## src/rtl/tad_pkg.sv

```systemverilog
// Package: phase and register codes, timing constants and the arcsine angle table.
package tad_pkg;

  localparam int DEFAULT_SAMPLE_RATE_HZ = 100;

  localparam int UPRIGHT_MS        = 8000;
  localparam int COUNT_TIMEOUT_MS  = 5000;
  localparam int COUNT_SHAKE_MS    = 3000;
  localparam int TILT_VALID_MS     = 1500;
  localparam int STATIC_SHAKE_MS   = 5000;
  localparam int MS_PER_SECOND     = 1000;
  localparam int ALARM_SECONDS_MAX = 1800;
  localparam int STATIC_TIMEOUT_MS = (ALARM_SECONDS_MAX + 1) * MS_PER_SECOND;

  localparam int UPRIGHT_MIN_ANGLE = 60;
  localparam int TABLE_LEN         = 91;

  localparam int ANGLE_W     = 7;
  localparam int ANGLE_LIM_W = 6;
  localparam int SECONDS_W   = 11;
  localparam int AXIS_W      = 2;
  localparam int CFG_INDEX_W = 2;
  localparam int CFG_DATA_W  = 11;

  typedef enum logic [1:0] {
    PH_PREPARE = 2'd0,
    PH_COUNT   = 2'd1,
    PH_STATIC  = 2'd2,
    PH_REBACK  = 2'd3
  } phase_t;

  typedef enum logic [CFG_INDEX_W-1:0] {
    CFG_ANGLE_LIMIT   = 2'd0,
    CFG_ALARM_SECONDS = 2'd1,
    CFG_AXIS_SELECT   = 2'd2
  } cfg_index_t;

  typedef enum logic [AXIS_W-1:0] {
    AXIS_X = 2'd0,
    AXIS_Y = 2'd1,
    AXIS_Z = 2'd2
  } axis_t;

  localparam logic [8:0] ARCSIN_TAB [TABLE_LEN] = '{
    9'd0,   9'd9,   9'd18,  9'd27,  9'd36,  9'd45,  9'd53,  9'd62,  9'd71,  9'd80,
    9'd89,  9'd98,  9'd106, 9'd115, 9'd124, 9'd132, 9'd141, 9'd150, 9'd158, 9'd167,
    9'd175, 9'd183, 9'd192, 9'd200, 9'd208, 9'd216, 9'd224, 9'd232, 9'd240, 9'd248,
    9'd256, 9'd264, 9'd271, 9'd279, 9'd286, 9'd294, 9'd301, 9'd308, 9'd315, 9'd322,
    9'd329, 9'd336, 9'd342, 9'd349, 9'd356, 9'd362, 9'd368, 9'd374, 9'd380, 9'd386,
    9'd392, 9'd398, 9'd403, 9'd409, 9'd414, 9'd419, 9'd424, 9'd429, 9'd434, 9'd439,
    9'd443, 9'd448, 9'd452, 9'd456, 9'd460, 9'd464, 9'd468, 9'd471, 9'd475, 9'd476,
    9'd478, 9'd479, 9'd480, 9'd481, 9'd482, 9'd484, 9'd485, 9'd486, 9'd487, 9'd489,
    9'd490, 9'd491, 9'd492, 9'd493, 9'd494, 9'd495, 9'd496, 9'd497, 9'd498, 9'd499,
    9'd500
  };

  function automatic logic [ANGLE_W-1:0] angle_of(input logic [15:0] mag);
    logic [ANGLE_W-1:0] a;
    a = '0;
    for (int i = 0; i < TABLE_LEN; i++) begin
      if (mag >= {7'd0, ARCSIN_TAB[i]}) begin
        a = ANGLE_W'(i);
      end
    end
    return a;
  endfunction

endpackage

```

## src/rtl/accel_tilt_alarm_detector.sv

```systemverilog
// Top level: tilt alarm detector with sample register, phase machine and result register.
//
// Usage:
//   Sample channel: accel_x/y/z and still_flag move on sample_valid with
//   sample_stall low. Result channel: alarm, phase and tilt_angle move on
//   result_valid with result_stall low. One result per sample, in order.
//   Configuration: cfg_index/cfg_data written when cfg_valid and cfg_ready
//   are high; cfg_ready is always high. Write only while the block is idle.
//   Path: a sample taken into the sample register passes through the phase
//   machine, and its result is held in the result register until it is taken.
//   Throughput: one sample per cycle while results are not stalled, set by the
//   combinational phase machine update (angle table compare plus counter compare) between the registers.
//   Stall: while result_stall holds a pending result, the sample register
//   still takes one more sample; then sample_stall rises until the result
//   is taken.
//   Reset: rst (synchronous) empties both registers, returns the machine to
//   prepare with all counters cleared and loads angle limit 45, alarm
//   seconds 5 and the x axis.
module accel_tilt_alarm_detector
  import tad_pkg::*;
#(
  parameter int SAMPLE_RATE_HZ = DEFAULT_SAMPLE_RATE_HZ
) (
  input  logic                   clk,
  input  logic                   rst,
  input  logic                   sample_valid,
  output logic                   sample_stall,
  input  logic signed [15:0]     accel_x,
  input  logic signed [15:0]     accel_y,
  input  logic signed [15:0]     accel_z,
  input  logic                   still_flag,
  output logic                   result_valid,
  input  logic                   result_stall,
  output logic                   alarm,
  output logic [1:0]             phase,
  output logic [ANGLE_W-1:0]     tilt_angle,
  input  logic                   cfg_valid,
  output logic                   cfg_ready,
  input  logic [CFG_INDEX_W-1:0] cfg_index,
  input  logic [CFG_DATA_W-1:0]  cfg_data
);

  localparam int MS_PER_SAMPLE  = 1000 / SAMPLE_RATE_HZ;
  localparam int UPRIGHT_LIM    = UPRIGHT_MS / MS_PER_SAMPLE;
  localparam int COUNT_TO_LIM   = COUNT_TIMEOUT_MS / MS_PER_SAMPLE;
  localparam int COUNT_SHK_LIM  = COUNT_SHAKE_MS / MS_PER_SAMPLE;
  localparam int TILT_VALID_LIM = TILT_VALID_MS / MS_PER_SAMPLE;
  localparam int STATIC_SHK_LIM = STATIC_SHAKE_MS / MS_PER_SAMPLE;
  localparam int STATIC_TO_LIM  = STATIC_TIMEOUT_MS / MS_PER_SAMPLE;

  localparam int UW = $clog2(UPRIGHT_LIM + 2);
  localparam int TW = $clog2(STATIC_TO_LIM + 1);
  localparam int SW = $clog2(((STATIC_SHK_LIM > COUNT_SHK_LIM) ?
                              STATIC_SHK_LIM : COUNT_SHK_LIM) + 1);
  localparam int VW = $clog2(TILT_VALID_LIM + 1);
  localparam int CW = $clog2(((1 << SECONDS_W) - 1) * MS_PER_SECOND
                             + STATIC_TO_LIM * MS_PER_SAMPLE + MS_PER_SAMPLE + 1);

  logic                   smp_valid;
  logic signed [15:0]     smp_x;
  logic signed [15:0]     smp_y;
  logic signed [15:0]     smp_z;
  logic                   smp_still;

  logic [ANGLE_LIM_W-1:0] angle_limit;
  logic [SECONDS_W-1:0]   alarm_seconds;
  logic [AXIS_W-1:0]      axis_select;

  phase_t                 phase_reg;
  phase_t                 phase_next;
  logic                   upright_seen;
  logic                   upright_seen_next;
  logic [UW-1:0]          upright_count;
  logic [UW-1:0]          upright_count_next;
  logic [TW-1:0]          timeout_count;
  logic [TW-1:0]          timeout_count_next;
  logic [SW-1:0]          shake_count;
  logic [SW-1:0]          shake_count_next;
  logic [VW-1:0]          tilt_valid_count;
  logic [VW-1:0]          tilt_valid_count_next;
  logic [TW-1:0]          tilt_hold_count;
  logic [TW-1:0]          tilt_hold_count_next;
  logic                   alarm_next;

  logic                   advance;
  logic                   accept;
  logic signed [15:0]     sel;
  logic [15:0]            mag;
  logic [ANGLE_W-1:0]     angle;
  logic                   tilted;
  logic                   upright;
  logic                   shaky;
  logic [UW-1:0]          upright_inc;
  logic [TW-1:0]          timeout_inc;
  logic [SW-1:0]          shake_inc;
  logic [VW-1:0]          tilt_valid_inc;
  logic [TW-1:0]          tilt_hold_inc;
  logic [CW-1:0]          hold_span;
  logic [CW-1:0]          alarm_span;
  logic                   alarm_hit;

  assign advance      = smp_valid && (!result_valid || !result_stall);
  assign sample_stall = smp_valid && !advance;
  assign accept       = sample_valid && !sample_stall;
  assign cfg_ready    = 1'b1;

  // sample register
  always_ff @(posedge clk) begin
    if (rst) begin
      smp_valid <= 1'b0;
    end else if (accept) begin
      smp_valid <= 1'b1;
    end else if (advance) begin
      smp_valid <= 1'b0;
    end
    if (accept) begin
      smp_x     <= accel_x;
      smp_y     <= accel_y;
      smp_z     <= accel_z;
      smp_still <= still_flag;
    end
  end

  // configuration registers
  always_ff @(posedge clk) begin
    if (rst) begin
      angle_limit   <= ANGLE_LIM_W'(45);
      alarm_seconds <= SECONDS_W'(5);
      axis_select   <= AXIS_X;
    end else if (cfg_valid && cfg_ready) begin
      case (cfg_index)
        CFG_ANGLE_LIMIT:   angle_limit   <= cfg_data[ANGLE_LIM_W-1:0];
        CFG_ALARM_SECONDS: alarm_seconds <= cfg_data[SECONDS_W-1:0];
        CFG_AXIS_SELECT:   axis_select   <= cfg_data[AXIS_W-1:0];
        default: ;
      endcase
    end
  end

  always_comb begin
    case (axis_select)
      AXIS_Y:  sel = smp_y;
      AXIS_Z:  sel = smp_z;
      default: sel = smp_x;
    endcase
  end

  assign mag     = sel[15] ? 16'(~sel + 16'sd1) : 16'(sel);
  assign angle   = angle_of(mag);
  assign tilted  = angle <= {1'b0, angle_limit};
  assign upright = angle > ANGLE_W'(UPRIGHT_MIN_ANGLE);
  assign shaky   = !smp_still || !tilted;

  assign upright_inc    = upright_count + UW'(1);
  assign timeout_inc    = timeout_count + TW'(1);
  assign shake_inc      = shake_count + SW'(1);
  assign tilt_valid_inc = (smp_still ? tilt_valid_count : '0) + VW'(1);
  assign tilt_hold_inc  = (shaky ? '0 : tilt_hold_count) + TW'(1);

  // count >= floor(seconds * 1000 / ms_per_sample) <=> (count + 1) * ms > seconds * 1000
  assign hold_span  = (CW'(tilt_hold_inc) + CW'(1)) * CW'(MS_PER_SAMPLE);
  assign alarm_span = CW'(alarm_seconds) * CW'(MS_PER_SECOND);
  assign alarm_hit  = hold_span > alarm_span;

  always_ff @(posedge clk) begin
    if (rst) begin
      phase_reg        <= PH_PREPARE;
      upright_seen     <= 1'b0;
      upright_count    <= '0;
      timeout_count    <= '0;
      shake_count      <= '0;
      tilt_valid_count <= '0;
      tilt_hold_count  <= '0;
    end else if (advance) begin
      phase_reg        <= phase_next;
      upright_seen     <= upright_seen_next;
      upright_count    <= upright_count_next;
      timeout_count    <= timeout_count_next;
      shake_count      <= shake_count_next;
      tilt_valid_count <= tilt_valid_count_next;
      tilt_hold_count  <= tilt_hold_count_next;
    end
  end

  always_comb begin
    phase_next            = phase_reg;
    upright_seen_next     = upright_seen;
    upright_count_next    = upright_count;
    timeout_count_next    = timeout_count;
    shake_count_next      = shake_count;
    tilt_valid_count_next = tilt_valid_count;
    tilt_hold_count_next  = tilt_hold_count;
    alarm_next            = 1'b0;
    case (phase_reg)
      PH_PREPARE: begin
        if (upright_seen) begin
          if (tilted) begin
            phase_next            = PH_COUNT;
            timeout_count_next    = '0;
            shake_count_next      = '0;
            tilt_valid_count_next = '0;
            upright_seen_next     = 1'b0;
          end
        end else if (upright) begin
          if (upright_inc > UW'(UPRIGHT_LIM)) begin
            upright_count_next = '0;
            upright_seen_next  = 1'b1;
          end else begin
            upright_count_next = upright_inc;
          end
        end else begin
          upright_count_next = '0;
        end
      end
      PH_COUNT: begin
        timeout_count_next = timeout_inc;
        if (timeout_inc >= TW'(COUNT_TO_LIM)) begin
          phase_next = PH_REBACK;
        end else if (!smp_still && shake_inc >= SW'(COUNT_SHK_LIM)) begin
          shake_count_next = shake_inc;
          phase_next       = PH_REBACK;
        end else begin
          if (!smp_still) begin
            shake_count_next = shake_inc;
          end
          if (tilted) begin
            tilt_valid_count_next = tilt_valid_inc;
            if (tilt_valid_inc >= VW'(TILT_VALID_LIM)) begin
              phase_next           = PH_STATIC;
              tilt_hold_count_next = '0;
              shake_count_next     = '0;
              timeout_count_next   = '0;
            end
          end else begin
            tilt_valid_count_next = '0;
          end
        end
      end
      PH_STATIC: begin
        timeout_count_next = timeout_inc;
        if (timeout_inc >= TW'(STATIC_TO_LIM)) begin
          phase_next = PH_REBACK;
        end else if (shaky && shake_inc >= SW'(STATIC_SHK_LIM)) begin
          shake_count_next = shake_inc;
          phase_next       = PH_REBACK;
        end else begin
          shake_count_next     = shaky ? shake_inc : '0;
          tilt_hold_count_next = tilt_hold_inc;
          if (alarm_hit) begin
            alarm_next = 1'b1;
            phase_next = PH_REBACK;
          end
        end
      end
      default: begin
        phase_next            = PH_PREPARE;
        upright_seen_next     = 1'b0;
        upright_count_next    = '0;
        timeout_count_next    = '0;
        shake_count_next      = '0;
        tilt_valid_count_next = '0;
        tilt_hold_count_next  = '0;
      end
    endcase
  end

  // result register
  always_ff @(posedge clk) begin
    if (rst) begin
      result_valid <= 1'b0;
    end else if (advance) begin
      result_valid <= 1'b1;
    end else if (!result_stall) begin
      result_valid <= 1'b0;
    end
    if (advance) begin
      alarm      <= alarm_next;
      phase      <= phase_next;
      tilt_angle <= angle;
    end
  end

`ifndef SYNTHESIS
  a_alarm_ends_static: assert property (@(posedge clk) disable iff (rst)
    result_valid && alarm |-> phase == PH_REBACK)
    else $error("alarm result without reback phase");

  a_prepare_no_skip: assert property (@(posedge clk) disable iff (rst)
    advance && phase_reg == PH_PREPARE |=>
      phase_reg == PH_PREPARE || phase_reg == PH_COUNT)
    else $error("prepare left for a phase other than count");

  a_reback_clears: assert property (@(posedge clk) disable iff (rst)
    advance && phase_reg == PH_REBACK |=>
      phase_reg == PH_PREPARE && !upright_seen && upright_count == '0 &&
      timeout_count == '0 && tilt_hold_count == '0)
    else $error("reback did not clear state");

  a_stall_needs_sample: assert property (@(posedge clk) disable iff (rst)
    sample_stall |-> smp_valid && result_valid && result_stall)
    else $error("sample stall without a blocked result");
`endif

endmodule
```

## config.mk

```make
export PLATFORM = sky130hd
export DESIGN_NAME = accel_tilt_alarm_detector
export DESIGN_NICKNAME = d
export VERILOG_FILES = /design/src/rtl/tad_pkg.sv /design/src/rtl/accel_tilt_alarm_detector.sv
export SDC_FILE = /design/constraint.sdc
export NUM_CORES = 1
export LEC_CHECK = 0
export BUFFER_PORTS_ARGS = -buffer_cell sky130_fd_sc_hd__buf_4
export CORE_MARGIN = 5
export CORE_UTILIZATION = 60
export CTS_CLUSTER_SIZE = 16
export DETAILED_ROUTE_END_ITERATION = 12
export PLACE_DENSITY = 0.79
export REMOVE_ABC_BUFFERS = 1
export SLEW_MARGIN = 30
export SYNTH_ARGS = -nofsm -noshare
export SYNTH_HDL_FRONTEND = slang
export SYNTH_SLANG_ARGS = --single-unit
```

## constraint.sdc

```tcl
create_clock -name clk -period 14.7 [get_ports clk]
set_input_delay 1.47 -clock clk [delete_from_list [all_inputs] [get_ports clk]]
set_output_delay 1.47 -clock clk [all_outputs]
set_load 0.02 [all_outputs]
```

==> metrics <==
status=finished clean; most frequent CP cell=ha_1; mux cell area share after synthesis=1.23%; fmax=about 76 MHz; Ys Warns=0; filler cell count=~1800; register area share after synthesis=around a quarter; top flop regs=tilt_hold_count (18), timeout_count (18); final WL=roughly 33000 um; Die Y=about 160 um; core area=approximately 22000 sq um; clock skew=between 0.015 and 0.02 ns; top cell type by total area after synthesis=edfxtp_1; Cells after Synth=between 1500 and 2000; clock sinks=about 150; FF+latch count, synth=between 100 and 150; Hold-fix buffers, CTS=0; layout cells sized above 1=under 10%; # resized after CTS=0; setup ws final=1.52 ns; Antenna diodes=0; initial DRC count=between 1000 and 1500; antenna violations before repair=0; post-CTS setup buffers=0; Num CTS Buffers=17; Compound-Gate Fraction of Synth Area=between 20% and 30%; Reg-to-Reg End=phase[0]; routed via count=about 12000; adder-cell share of the synthesized area=16.6%; htree depth=4; fin nets=1835; leakage=0.00586 uW; Longest Clk Path Bufs=2; fin crit period=around 13 ns; main combinational cell family by area after synthesis=compound AO/OA/AOI/OAI gates; setup violators final=0; Synth top area share=a little over an eighth; maxcap violations=0; cell row count=54; Port Buf Inserts=78; total track usage=between 20 and 30%; worst-path cell with the longest stage delay=and4_1; synthesized area=approximately 13000 sq um; io pins=80; CP Launch Type=register; first-pass GRT wire length=roughly 56000 um; Power Total=around 1200 uW; Die Span X=158 um; Final Wtd Congestion=a little over 1; Arr. time, crit path=13.33 ns; Antenna Nets Post-Route=0; hold-critical path depth=2; Clock Latency Late Sink=between 0.4 and 0.5 ns; Main synth FF type=dfxtp_1; CTS tree=done; Synth Area in Simple Gates=between 20% and 30%; pre-CTS setup slack=between 1.5 and 2 ns; CTS root buf=clkbuf_16; Avg Vias per Cell=about 6.4; hpwl dp=between 20000 and 25000 um; flop2flop setup slack=1.52 ns; Core Util, Final=66.7%; Worst setup EP type=register; FF-to-FF path depth=52; crit path max fanout=22; Max-slew headroom=about a third; Worst Hold Endpoint=tilt_valid_count[1]; Peak VDD IR=between 0.08 and 0.09 mV; post-synthesis xor/xnor area fraction=around 5.3%; synthesized area per cell=8.30 sq um; pins over their slew limit=0; iteration count of the initial detailed-routing pass=5; slowest stage delay, CP=a little under 0.8 ns; overflow left after global routing=0; RR Startpoint=axis_select[1]; period utilization=89.7%; Reg clk slew, reported paths=roughly 0.06 ns; RSZ-0062 raised after global routing=no; EDFF count, synth=slightly below 60; Initial Utilization=around three fifths; routed len/inst=approximately 17 um; total negative setup slack=0 ns; Area contributors post-synth=edfxtp_1, dfxtp_1, ha_1; largest net degree at the start of global routing=69; Layout area overhead=9.86%; worst hold path type=register to register; Hold Crit Start=tilt_valid_count[1]; number of global-route vias before repair=around 12000; Pwr Density=about 85 nW/um^2; DR DRC count=0; Worst Setup Path Type=register to register; Final Hold Violating Endpoints=0; Required @ worst endpoint=around 15 ns; asr flop ratio synth=0%; number of distinct library cells after synthesis=93; Worst Max-Slew Pin Slew=just over 1 ns; die footprint=~25000 sq um
[metrics by stage]
stage	area (sq um)	std cells	hold slack, ns
2_1_floorplan	12800	1502	0.440
3_3_place_gp	13900	1874	0.459
3_5_place_dp	13900	1875	0.472
4_1_cts	14500	1906	0.479
5_1_grt	14500	1906	0.509
6_report	14500	1906	0.479
[cell usage in the layout (no fill, tap or decap), types with 11 or more instances in the layout]
| master | n |
|---|---|
| clkbuf_16 | 18 |
| nand4_1 | 24 |
| nor4_1 | 18 |
| nand3b_1 | 13 |
| inv_1 | 77 |
| a211oi_1 | 16 |
| mux2i_1 | 15 |
| buf_4 | 92 |
| and3_1 | 24 |
| a221oi_1 | 13 |
| nand2_1 | 134 |
| xor2_1 | 32 |
| nor2b_1 | 24 |
| a221o_1 | 11 |
| nor2_1 | 146 |
| fa_1 | 35 |
| nand2b_1 | 18 |
| and2_1 | 12 |
| a21oi_1 | 114 |
| edfxtp_1 | 59 |
| a21o_1 | 19 |
| o31ai_1 | 24 |
| xnor2_1 | 47 |
| nor3_1 | 35 |
| o211ai_1 | 13 |
| a31oi_1 | 18 |
| nand3_1 | 57 |
| o21ai_0 | 98 |
| ha_1 | 119 |
| dfxtp_1 | 87 |
| or3_1 | 15 |
[cell type report]
cell class	count	area (sq um)	area share [%]
repair buffers	93	702	4.85
inverters	78	293	2.02
flip-flops and latches	146	3510	24.3
clock buffers	20	468	3.23
multi-input cells	1278	9020	62.3
clock inverters	11	124	0.856
well taps	280	350	2.42
[power breakdown]
group / leakage (uW) / internal (uW) / switching (uW)
clock: 0.000294 / 265 / 180
sequential: 0.00127 / 434 / 8.51
combinational: 0.00430 / 128 / 215
[worst max-delay path by stage]
stage | startpoint | to | slack (ns)
after floorplan | axis_select[0] | phase[0] | 3.15
after global placement | axis_select[1] | phase[0] | 2.09
after detailed placement | axis_select[1] | phase[0] | 1.78
after CTS | axis_select[1] | phase[0] | 1.73
after global routing | axis_select[1] | phase[0] | 0.19
final | axis_select[1] | phase[0] | 1.52
[critical path: cells and delay by family (launching register included)]
kind / cells / cell delay [ns]
AOI/OAI and AO/OA: 21 / 4.27
xor gates and xnor gates: 2 / 0.36
adders and majority gates: 7 / 2.51
buffers and inverters: 3 / 0.29
DFF: 1 / 0.33
muxes: 1 / 0.25
and+or+nand+nor: 18 / 4.87
[per-layer routing]
metal	GRT usage (%)	vias up	share of wire, %
met5	0	-	0
met4	8.04	0	2.5
met3	4.65	81	7.2
met2	42.9	530	46
met1	37.1	5630	45
li1	-	5916	-
[logic make-up after synthesis]
logic type / after synthesis
AO/OA/AOI/OAI: 455
buffers and inverters: 163
adder cells (fa/ha/maj): 154
multiplexers: 16
XOR/XNOR: 79
AND/OR/NAND/NOR: 573
other: 1
flip-flops: 146
[Yosys cell counts, types with 6 or more instances]
library cell  instances
nand3b_1             13
ha_1                119
a221o_1              11
nor3b_1              10
and3_1               24
or3_1                15
a22oi_1               6
clkbuf_1             62
fa_1                 35
xnor2_1              47
o21bai_1              8
mux2i_1              15
a21o_1               19
nor2_1              146
dfxtp_1              87
nand2_1             134
a31oi_1              18
inv_1                77
o31ai_1              24
and2_1               12
nor3_1               35
xor2_1               32
nand4_1              24
edfxtp_1             59
a221oi_1             13
or2_2                 7
nor4_1               18
a211o_1               9
nand3_1              57
buf_2                15
nor2b_1              26
and4_1                7
o21a_1               10
o22ai_1              10
o211ai_1             13
a211oi_1             17
a21oi_1             114
a22o_1                7
o21ai_0              98
nand2b_1             18
No activity file was read; power rests on OpenSTA's default activity.
